## src/rtl/core/twa_pkg.sv

```systemverilog
package twa_pkg;

    typedef enum logic [1:0] {
        MODE_UPDATE = 2'd0,
        MODE_SET    = 2'd1,
        MODE_CLEAR  = 2'd2,
        MODE_NONE   = 2'd3
    } t_mode;

    typedef enum logic [2:0] {
        ST_IDLE,
        ST_MUL,
        ST_PREP,
        ST_DIV,
        ST_WB
    } t_state;

    // datapath step selects from the sequencer
    typedef struct packed {
        logic load;
        logic mul;
        logic prep;
        logic div;
    } t_dp_op;

endpackage

```

## src/rtl/core/twa_datapath.sv

```systemverilog
module twa_datapath
    import twa_pkg::*;
#(
    parameter int SW = 24,
    parameter int TW = 32
) (
    input  logic                 i_clk,
    input  t_dp_op               i_op,
    input  logic [TW-1:0]        i_t1,
    input  logic [TW-1:0]        i_t2,
    input  logic [TW:0]          i_total,
    input  logic signed [SW-1:0] i_avg,
    input  logic signed [SW-1:0] i_sample,
    output logic signed [SW-1:0] o_quotient
);

    localparam int NUMW = TW + SW + 1;

    logic [TW-1:0]   r_t1;
    logic [TW-1:0]   r_t2;
    logic [TW:0]     r_den;
    logic [NUMW-1:0] r_acc;
    logic [TW:0]     r_rem;
    logic [SW-2:0]   r_quo;
    logic            r_neg;

    logic [NUMW-1:0] opa;
    logic [NUMW-1:0] opb;
    logic [NUMW-1:0] opc;
    logic            cin;
    logic [NUMW-1:0] sum;
    logic [NUMW-1:0] mag;
    logic            div_neg;

    // one shared adder: shift-add multiply, then trial subtract for the divide
    always_comb begin
        if (i_op.div) begin
            opa = {{(NUMW-TW-2){1'b0}}, r_rem, r_quo[SW-2]};
            opb = {{(NUMW-TW-3){1'b0}}, ~{2'b00, r_den}};
            opc = '0;
            cin = 1'b1;
        end else begin
            opa = {r_acc[NUMW-2:0], 1'b0};
            opb = r_t1[TW-1] ? {{(NUMW-SW){i_avg[SW-1]}}, i_avg} : '0;
            opc = r_t2[TW-1] ? {{(NUMW-SW){i_sample[SW-1]}}, i_sample} : '0;
            cin = 1'b0;
        end
        sum = opa + opb + opc + {{(NUMW-1){1'b0}}, cin};
    end

    assign div_neg = sum[TW+2];
    // floor(n/d) for n < 0 is ~((~n)/d)
    assign mag     = r_acc[NUMW-1] ? ~r_acc : r_acc;

    always_ff @(posedge i_clk) begin
        if (i_op.load) begin
            r_t1  <= i_t1;
            r_t2  <= i_t2;
            r_den <= i_total;
            r_acc <= '0;
        end else if (i_op.mul) begin
            r_acc <= sum;
            r_t1  <= {r_t1[TW-2:0], 1'b0};
            r_t2  <= {r_t2[TW-2:0], 1'b0};
        end else if (i_op.prep) begin
            // quotient fits SW-1 bits, so the upper dividend part is already below d
            r_rem <= mag[NUMW-2:SW-1];
            r_quo <= mag[SW-2:0];
            r_neg <= r_acc[NUMW-1];
        end else if (i_op.div) begin
            if (div_neg) begin
                r_rem <= {r_rem[TW-1:0], r_quo[SW-2]};
            end else begin
                r_rem <= sum[TW:0];
            end
            r_quo <= {r_quo[SW-3:0], ~div_neg};
        end
    end

    assign o_quotient = r_neg ? ~{1'b0, r_quo} : {1'b0, r_quo};

endmodule

```

## src/rtl/core/twa_ctrl.sv

```systemverilog
module twa_ctrl
    import twa_pkg::*;
#(
    parameter int SW = 24,
    parameter int TW = 32
) (
    input  logic   i_clk,
    input  logic   i_rst_n,
    input  logic   i_start,
    input  logic   i_need_div,
    input  logic   i_out_free,
    output t_dp_op o_op,
    output logic   o_ready,
    output logic   o_wb
);

    localparam int MAXN = (TW > SW) ? TW : SW;
    localparam int CW   = $clog2(MAXN + 1);

    t_state        r_state;
    t_state        n_state;
    logic [CW-1:0] r_cnt;
    logic [CW-1:0] n_cnt;

    always_comb begin
        n_state = r_state;
        unique case (r_state)
            ST_IDLE: if (i_start) n_state = i_need_div ? ST_MUL : ST_WB;
            ST_MUL:  if (r_cnt == CW'(TW - 1)) n_state = ST_PREP;
            ST_PREP: n_state = ST_DIV;
            ST_DIV:  if (r_cnt == CW'(SW - 2)) n_state = ST_WB;
            ST_WB:   if (i_out_free) n_state = ST_IDLE;
            default: n_state = ST_IDLE;
        endcase
    end

    always_comb begin
        if ((r_state == ST_MUL || r_state == ST_DIV) && n_state == r_state) begin
            n_cnt = r_cnt + CW'(1);
        end else begin
            n_cnt = '0;
        end
    end

    always_comb begin
        o_op.load = (r_state == ST_IDLE) && i_start;
        o_op.mul  = (r_state == ST_MUL);
        o_op.prep = (r_state == ST_PREP);
        o_op.div  = (r_state == ST_DIV);
        o_ready   = (r_state == ST_IDLE);
        o_wb      = (r_state == ST_WB) && i_out_free;
    end

    always_ff @(posedge i_clk) begin
        if (!i_rst_n) begin
            r_state <= ST_IDLE;
            r_cnt   <= '0;
        end else begin
            r_state <= n_state;
            r_cnt   <= n_cnt;
        end
    end

endmodule

```

## src/rtl/core/time_weighted_average_min_max_core.sv

```systemverilog
// Time-weighted average with min/max, one result word per input word.
// An update that needs the divide runs the TW-step shift-add multiply and the
// (SW-1)-step restoring divide on one shared adder before writeback; other
// items go straight to writeback. The result is valid after writeback.
// The next word is taken only after writeback of the last one, and later
// while the output word is stalled.
// Synchronous active-low reset: average 0, min most positive, max most negative,
// no sample held, both timestamps 0; output valid cleared.
module time_weighted_average_min_max_core
    import twa_pkg::*;
#(
    parameter int SAMPLE_WIDTH = 24,
    parameter int TIME_WIDTH   = 32,
    localparam int InW  = ((2 + SAMPLE_WIDTH + TIME_WIDTH + 7) / 8) * 8,
    localparam int OutW = ((3 * SAMPLE_WIDTH + 1 + 7) / 8) * 8
) (
    input  logic            i_clk,
    input  logic            i_rst_n,
    input  logic            s_axis_tvalid,
    output logic            s_axis_tready,
    input  logic [InW-1:0]  s_axis_tdata,  // mode, sample, timestamp
    output logic            m_axis_tvalid,
    input  logic            m_axis_tready,
    output logic [OutW-1:0] m_axis_tdata   // average, minimum, maximum, valid_res
);

    localparam int SW = SAMPLE_WIDTH;
    localparam int TW = TIME_WIDTH;

    localparam logic signed [SW-1:0] SMax = {1'b0, {(SW-1){1'b1}}};
    localparam logic signed [SW-1:0] SMin = {1'b1, {(SW-1){1'b0}}};

    logic                 in_fire;
    logic [1:0]           in_mode;
    logic signed [SW-1:0] in_sample;
    logic [TW-1:0]        in_ts;
    logic [TW-1:0]        t1;
    logic [TW-1:0]        t2;
    logic [TW:0]          total;
    logic                 need_div;
    logic                 out_free;
    logic                 wb;
    t_dp_op               dp_op;
    logic signed [SW-1:0] quotient;

    // held state
    logic signed [SW-1:0] r_avg, n_avg;
    logic signed [SW-1:0] r_min, n_min;
    logic signed [SW-1:0] r_max, n_max;
    logic                 r_has, n_has;
    logic [TW-1:0]        r_wst, n_wst;
    logic [TW-1:0]        r_lut, n_lut;

    // captured word
    logic [1:0]           r_mode;
    logic signed [SW-1:0] r_smp;
    logic [TW-1:0]        r_ts;
    logic                 r_div;

    logic                 r_m_valid;
    logic [OutW-1:0]      r_m_data;
    logic [OutW-1:0]      n_m_data;

    assign in_mode   = s_axis_tdata[1:0];
    assign in_sample = s_axis_tdata[SW+1:2];
    assign in_ts     = s_axis_tdata[SW+TW+1:SW+2];
    assign in_fire   = s_axis_tvalid && s_axis_tready;

    assign t1       = r_lut - r_wst;
    assign t2       = in_ts - r_lut;
    assign total    = {1'b0, t1} + {1'b0, t2};
    assign need_div = (in_mode == MODE_UPDATE) && r_has && (total != '0);
    assign out_free = !r_m_valid || m_axis_tready;

    twa_ctrl #(
        .SW(SW),
        .TW(TW)
    ) u_ctrl (
        .i_clk      (i_clk),
        .i_rst_n    (i_rst_n),
        .i_start    (in_fire),
        .i_need_div (need_div),
        .i_out_free (out_free),
        .o_op       (dp_op),
        .o_ready    (s_axis_tready),
        .o_wb       (wb)
    );

    twa_datapath #(
        .SW(SW),
        .TW(TW)
    ) u_dp (
        .i_clk      (i_clk),
        .i_op       (dp_op),
        .i_t1       (t1),
        .i_t2       (t2),
        .i_total    (total),
        .i_avg      (r_avg),
        .i_sample   (in_fire ? in_sample : r_smp),
        .o_quotient (quotient)
    );

    always_ff @(posedge i_clk) begin
        if (in_fire) begin
            r_mode <= in_mode;
            r_smp  <= in_sample;
            r_ts   <= in_ts;
            r_div  <= need_div;
        end
    end

    always_comb begin
        n_avg = r_avg;
        n_min = r_min;
        n_max = r_max;
        n_has = r_has;
        n_wst = r_wst;
        n_lut = r_lut;
        unique case (r_mode)
            MODE_UPDATE: begin
                n_lut = r_ts;
                if (r_has) begin
                    if (r_div) n_avg = quotient;
                    if (r_smp > r_max) n_max = r_smp;
                    if (r_smp < r_min) n_min = r_smp;
                end else begin
                    n_avg = r_smp;
                    n_min = r_smp;
                    n_max = r_smp;
                    n_has = 1'b1;
                end
            end
            MODE_SET: begin
                n_wst = r_ts;
                n_lut = r_ts;
                n_avg = r_smp;
                n_min = r_smp;
                n_max = r_smp;
                n_has = 1'b1;
            end
            MODE_CLEAR: begin
                n_min = SMax;
                n_max = SMin;
                n_has = 1'b0;
                n_wst = r_ts;
            end
            default: begin
            end
        endcase
        if (n_has) begin
            n_m_data = OutW'({1'b1, n_max, n_min, n_avg});
        end else begin
            n_m_data = '0;
        end
    end

    always_ff @(posedge i_clk) begin
        if (!i_rst_n) begin
            r_avg     <= '0;
            r_min     <= SMax;
            r_max     <= SMin;
            r_has     <= 1'b0;
            r_wst     <= '0;
            r_lut     <= '0;
            r_m_valid <= 1'b0;
        end else begin
            if (wb) begin
                r_avg     <= n_avg;
                r_min     <= n_min;
                r_max     <= n_max;
                r_has     <= n_has;
                r_wst     <= n_wst;
                r_lut     <= n_lut;
                r_m_valid <= 1'b1;
            end else if (m_axis_tready) begin
                r_m_valid <= 1'b0;
            end
        end
    end

    always_ff @(posedge i_clk) begin
        if (wb) begin
            r_m_data <= n_m_data;
        end
    end

    assign m_axis_tvalid = r_m_valid;
    assign m_axis_tdata  = r_m_data;

endmodule

```

## config.mk

```make
export PLATFORM = sky130hd
export DESIGN_NAME = time_weighted_average_min_max_core
export DESIGN_NICKNAME = d
export VERILOG_FILES = /design/src/rtl/core/twa_pkg.sv /design/src/rtl/core/twa_datapath.sv /design/src/rtl/core/twa_ctrl.sv /design/src/rtl/core/time_weighted_average_min_max_core.sv
export SDC_FILE = /design/constraint.sdc
export NUM_CORES = 1
export LEC_CHECK = 0
export BUFFER_PORTS_ARGS = -buffer_cell sky130_fd_sc_hd__buf_2
export CORE_UTILIZATION = 43
export CTS_CLUSTER_DIAMETER = 200
export DETAILED_ROUTE_END_ITERATION = 7
export REMOVE_ABC_BUFFERS = 1
export SETUP_SLACK_MARGIN = 0.4
export SLEW_MARGIN = 20
export SYNTH_ARGS = -nofsm -noshare
export SYNTH_HDL_FRONTEND = slang
export SYNTH_HIERARCHICAL = 1
export SYNTH_SLANG_ARGS = --single-unit
```

## constraint.sdc

```tcl
create_clock -name i_clk -period 10.2 [get_ports i_clk]
set_clock_uncertainty 0.15 [all_clocks]
set_input_delay 0 -clock i_clk [delete_from_list [all_inputs] [get_ports i_clk]]
set_output_delay 0 -clock i_clk [all_outputs]
set_load 0.02 [all_outputs]
```

# Word level (Yosys, flattened, before mapping)
# Index checks and enable logic that the tools add are counted.
dict set report totals {
  word_cells 106
  n_memories 0
  ramBits 0
  regBits 497
  mem_bits_ro 0
  latchBits 0
}
dict set report op_classes {
  n_eq_ne 9
  magnitude_cmp 2
  shift 0
  mux 37
  n_mul 0
  bitwise 6
  addsub 7
  n_div 0
  n_reduce_logical 23
}
# operator count
set ops {}
lappend ops {{2-to-1 mux 57 bit} 5}
lappend ops {{2-to-1 mux 24 bit} 8}
lappend ops {{one-hot mux 24 bit (3 select lines)} 2}
lappend ops {{2-to-1 mux 32 bit} 4}
lappend ops {{adder 57 bit} 2}
lappend ops {{2-to-1 mux 33 bit} 3}
lappend ops {{2-to-1 mux 73 bit} 1}
lappend ops {{subtractor 32 bit} 2}
lappend ops {{adder 57 x 1 -> 57 bit} 1}
lappend ops {{2-to-1 mux 56 bit} 1}
lappend ops {{NOT 56 bit} 1}
lappend ops {{one-hot mux 24 bit (2 select lines)} 1}
lappend ops {{2-to-1 mux 23 bit} 2}
lappend ops {{NOT 33 -> 35 bit} 1}
lappend ops {{adder 32 x 32 -> 33 bit} 1}
lappend ops {{nonzero test 33 bit} 1}
lappend ops {{greater-than comparator 24 bit} 1}
lappend ops {{< comparator 24 bit} 1}
lappend ops {{NOT 23 -> 24 bit} 1}
lappend ops {{2-to-1 mux 3 bit} 5}
lappend ops {{one-hot mux 3 bit (5 select lines)} 1}
lappend ops {{equality test 6 x 5 -> 1 bit (second input constant)} 2}
lappend ops {{adder 6 x 1 -> 6 bit (second input constant)} 1}
lappend ops {{equality test 3 x 2 -> 1 bit (second input constant)} 2}
lappend ops {{other kinds (17)} 34}

# Logic depth before layout (Yosys ltp)
dict set report depth {
  ltp_word 10
  depth_mapped 29
  ltp_nobuf 28
}

# By module
# The synthesis kept the hierarchy.
# module instances cells_per_inst area_per_inst_um2
set by_module_without_submodules {}
lappend by_module_without_submodules {time_weighted_average_min_max_core 1 1953 17274.1}
lappend by_module_without_submodules {twa_datapath 1 1466 14816.7}
lappend by_module_without_submodules {twa_ctrl 1 60 526.8}

# Worst setup path after synthesis
# OpenSTA, ideal clock, no wires.
dict set report synth_path {
  path_type {register -> register}
  startpoint {register u_ctrl.r_state[0]}
  endpoint {register u_dp.r_quo[0] (enable)}
  slack_ns 2.670
  setup_ns 0.589
  path_stages_with_launch 12
  arrival_time_ns 6.791
  synth_period_minus_slack_ns 7.530
  required_ns 9.461
  path_cell_list {dfxtp_1 buf_2 nor3_1 nand2_1 buf_1 inv_1 and2_1 clkbuf_1 nor2_1 clkbuf_1 inv_1 nor2_1}
}
# element line
set synth_rtl {}
lappend synth_rtl {{from (decl)} twa_ctrl.sv:20} ;# t_state r_state;
lappend synth_rtl {{from (signal assigned)} twa_ctrl.sv:59} ;# r_state <= n_state;
lappend synth_rtl {{to (signal assigned)} twa_datapath.sv:68} ;# r_quo <= mag[SW-2:0];
lappend synth_rtl {{to (signal assigned)} twa_datapath.sv:76} ;# r_quo <= {r_quo[SW-3:0], ~div_neg};
lappend synth_rtl {{to (decl)} twa_datapath.sv:24} ;# logic [SW-2:0] r_quo;

# Worst setup path after layout
dict set report layout_path {
  startpoint {register r_lut[0]}
  endpoint {register u_ctrl.r_state[2]}
}
dict set report layout_via {
  elab_chain_cells 7
}
# element line
set layout_lines {}
lappend layout_lines {{from (decl)} time_weighted_average_min_max_core.sv:52} ;# logic [TW-1:0] r_lut, n_lut;
lappend layout_lines {{from (signal assigned)} time_weighted_average_min_max_core.sv:173} ;# r_lut <= n_lut;
lappend layout_lines {{subtractor 32 bit} time_weighted_average_min_max_core.sv:70} ;# assign t2 = in_ts - r_lut;
lappend layout_lines {{net t2[12]} time_weighted_average_min_max_core.sv:38} ;# logic [TW-1:0] t2;
lappend layout_lines {{adder 32 x 32 -> 33 bit} time_weighted_average_min_max_core.sv:71} ;# assign total = {1'b0, t1} + {1'b0, t2};
lappend layout_lines {{net total[15]} time_weighted_average_min_max_core.sv:39} ;# logic [TW:0] total;
lappend layout_lines {{nonzero test 33 bit} time_weighted_average_min_max_core.sv:72} ;# assign need_div = (in_mode == MODE_UPDATE) && r_has && (total != '0);
lappend layout_lines {{logical AND 1 bit} time_weighted_average_min_max_core.sv:72}
lappend layout_lines {{net need_div} time_weighted_average_min_max_core.sv:40} ;# logic need_div;
lappend layout_lines {{2-to-1 mux 3 bit (2 in series)} twa_ctrl.sv:28} ;# ST_IDLE: if (i_start) n_state = i_need_div ? ST_MUL : ST_WB;
lappend layout_lines {{one-hot mux 3 bit (5 select lines)} twa_ctrl.sv:27} ;# unique case (r_state)
# The timed path passes the listed nets, and every way through them passes these cells.
# A chain may end at the register's enable or synchronous reset.

==> results.yml <==
route:
  dr.pass1.iters: 7
  ant_nets: 0
  drc: 0
  via_per_inst: 5.47
  drt-initial-drc-count: 1331
  wl_per_cell_um: 18.2
  totalWireLength_um: 84900
  dr_total_vias: 25500
timing:
  finalSetupViolations: 0
  period_share_pct: 79.2
  finalMaxSlewViolations: 0
  worst_pin_slew_ps: 1090
  holdWs_ps: 36.8
  finalHoldViolations: 0
  setup_slack_ps: 2120
  tns_ps: 0
  max_freq_mhz: 124
  timing.slew.headroom_pct: 27.1
  rsz0062_at_grt: "no"
  min_period_ps: 8080
die:
  die_w_um: 277
  die_area_mm2: 0.0770
  placementRows: 100
  coreArea_mm2: 0.0747
  die_y_um: 277
  start_util_pct: 43.7
  pin_count: 150
synthesis:
  synth_edf_count: 262
  synth.area.top_cells: "edfxtp_1, dfxtp_1, ha_1"
  synth.distinct_cells: 96
  async_flop_share_pct: 0
  yosysTopAreaCell: "edfxtp_1"
  ys_warn_count: 6
  synth.yosys.seq_area_share_pct: 38.1
  ys.flop_type: "edfxtp_1"
  avgSynthCellArea_um2: 9.38
  ys_seq_elements: 490
  yosysTopAreaCellShare_pct: 24.1
  syn-cell-area_mm2: 0.0326
  syn_inst: 3479
final_layout:
  drive_gt1_share_pct: 11.2
  final_nets: 3968
  area_growth_syn_to_layout_pct: 14.2
  final_util_pct: 49.9
  num_antenna_cells: 0
global_routing:
  grt.total_usage_pct: 21.9
  grt_pass1_vias: 24700
  grt_antenna_before_repair: 1
  grt_max_degree: 124
  grt-ovfl-total: 0
  grt_pass1_wl_um: 136000
power_and_ir_drop:
  seq_power_share_pct: 37.5
  comb_power_share_pct: 29.6
  vdd.ir_drop.worst_mv: 0.149
  intPower_uw: 4440
  clkPwrFrac_pct: 32.9
  power_density_mw_per_mm2: 176
  p_switching_uw: 2110
  leakagePower_uw: 0.0153
  finalPower_uw: 6550
  switching_share_pct: 32.2
placed_design:
  detailed_place_hpwl_um: 62000
  place_ws_ps: 2290
  io_buffers: 136
  routabilityCongestion: 0.930
worst_setup_path:
  arrival_ps: 8490
  crit_path_top_delay_cell: "nor4b_1"
  worstSetupPathType: "flip-flop to flip-flop"
  worst_ep_required_time_ps: 10610
  start_kind: "flip-flop"
  slowest_delay_ps: 880
  crit_fanout: 5
  setup.worst_path.end_class: "flip-flop"
clocking:
  tritoncts: "yes"
  cts_setup_buffers: 0
  clkLatencyLatePin_ps: 630
  h-tree-depth: 2
  cts_resized: 0
  clock_sinks: 490
  cts_buffers: 56
  root_buffer: "clkbuf_16"
  clkTransAtPathRegs_ps: 60
  clockBufferDepth: 3
  hold_buffers: 116
min_path:
  min-delay-path-class: "input port to flip-flop"
job:
  drv_cap: 0
status:
  status: "complete, no violations"
==> synthesized netlist by cell type, drive strengths merged (50+ instances only) <==
master,number
o21ai,129
fa,59
nor2,188
dfxtp,228
edfxtp,262
nand2,423
ha,202
nor2b,50
a22o,60
xor2,113
mux2,88
xnor2,118
mux2i,121
a21o,94
clkbuf,151
a21oi,269
inv,277
a21boi,69
==> layout by cell type, fill, tap and decap left out, drive strengths merged, types with 116 or more instances in the layout <==
cell | netlist | layout
inv | 277 | 277
nor2 | 188 | 188
xnor2 | 118 | 118
buf | 45 | 176
ha | 202 | 202
o21ai | 129 | 129
mux2i | 121 | 121
edfxtp | 262 | 262
dlygate4sd3 | 0 | 116
nand2 | 423 | 423
a21oi | 269 | 269
dfxtp | 228 | 228
==> cells by family after synthesis <==
family / Yosys count / share of synthesized area, %
AO/OA/AOI/OAI: 936 / 19.4
XOR/XNOR: 235 / 6.63
adder cells (fa/ha/maj): 261 / 11.4
buffers and inverters: 474 / 5.66
flip-flops: 490 / 38.1
multiplexers: 209 / 6.75
other: 1 / 0.0115
AND/OR/NAND/NOR: 873 / 12.1
==> worst max-delay path, delay by kind of cell (launching register included) <==
kind	cells	cell delay, ps
DFF	1	330
xor gates and xnor gates	2	430
and+or+nand+nor	10	3830
buffers and inverters	1	230
AOI/OAI and AO/OA	10	2060
adders and majority gates	3	990
==> per-stage QoR <==
step                area, um^2  cells
global route             37300   4656
finish                   37300   4656
global placement         34100   4434
detailed placement       34100   4434
CTS                      37300   4656
floorplan                31800   3289
==> metal layers <==
layer / GRT usage (%) / vias to the layer above / part of all wire (%)
met5: 0 / - / 0
met4: 7.93 / 0 / 3.4
met3: 2.39 / 126 / 3.8
met2: 35.9 / 563 / 46
met1: 29.8 / 12100 / 47
li1: - / 12700 / -
==> worst paths after layout <==
path / startpoint / end / slack, ps / cells past startpoint
hold / removal: s_axis_tdata[0] / r_mode[0] / 40 / 2
hold reg to reg: r_wst[5] / r_wst[5] / 320 / 2
setup reg to reg: r_lut[0] / u_ctrl/r_state[2] / 2120 / 26
setup / recovery: r_lut[0] / u_ctrl/r_state[2] / 2120 / 26
==> power groups by stage <==
stage          clock (uW)  sequential (uW)  combinational, uW
6_report             2150             2450               1940
5_1_grt              2280             2470               2170
4_1_cts              2210             2450               1950
3_5_place_dp            0             2490               1880
3_3_place_gp            0             2490               1870
2_1_floorplan           0             2460               1420
==> cell type report <==
cell class	instances	area (um^2)
tap	969	1210
clock inverter	33	408
clock buffer	73	1580
sequential	490	12400
fill	6990	37400
inverter	278	1040
multi-input combinational	2521	18400
timing repair buffer	292	2150
==> flip-flops by register name, summed over array words and instances, names as in the netlist, 32 cells and up <==
signal / count
u_dp/r_t2: 32
u_dp/r_acc: 57
m_axis_tdata: 73
u_dp/r_rem: 33
u_dp/r_den: 33
r_ts: 32
r_lut: 32
u_dp/r_t1: 32
r_wst: 32
Note: power is estimated with default switching activity, not from simulation.
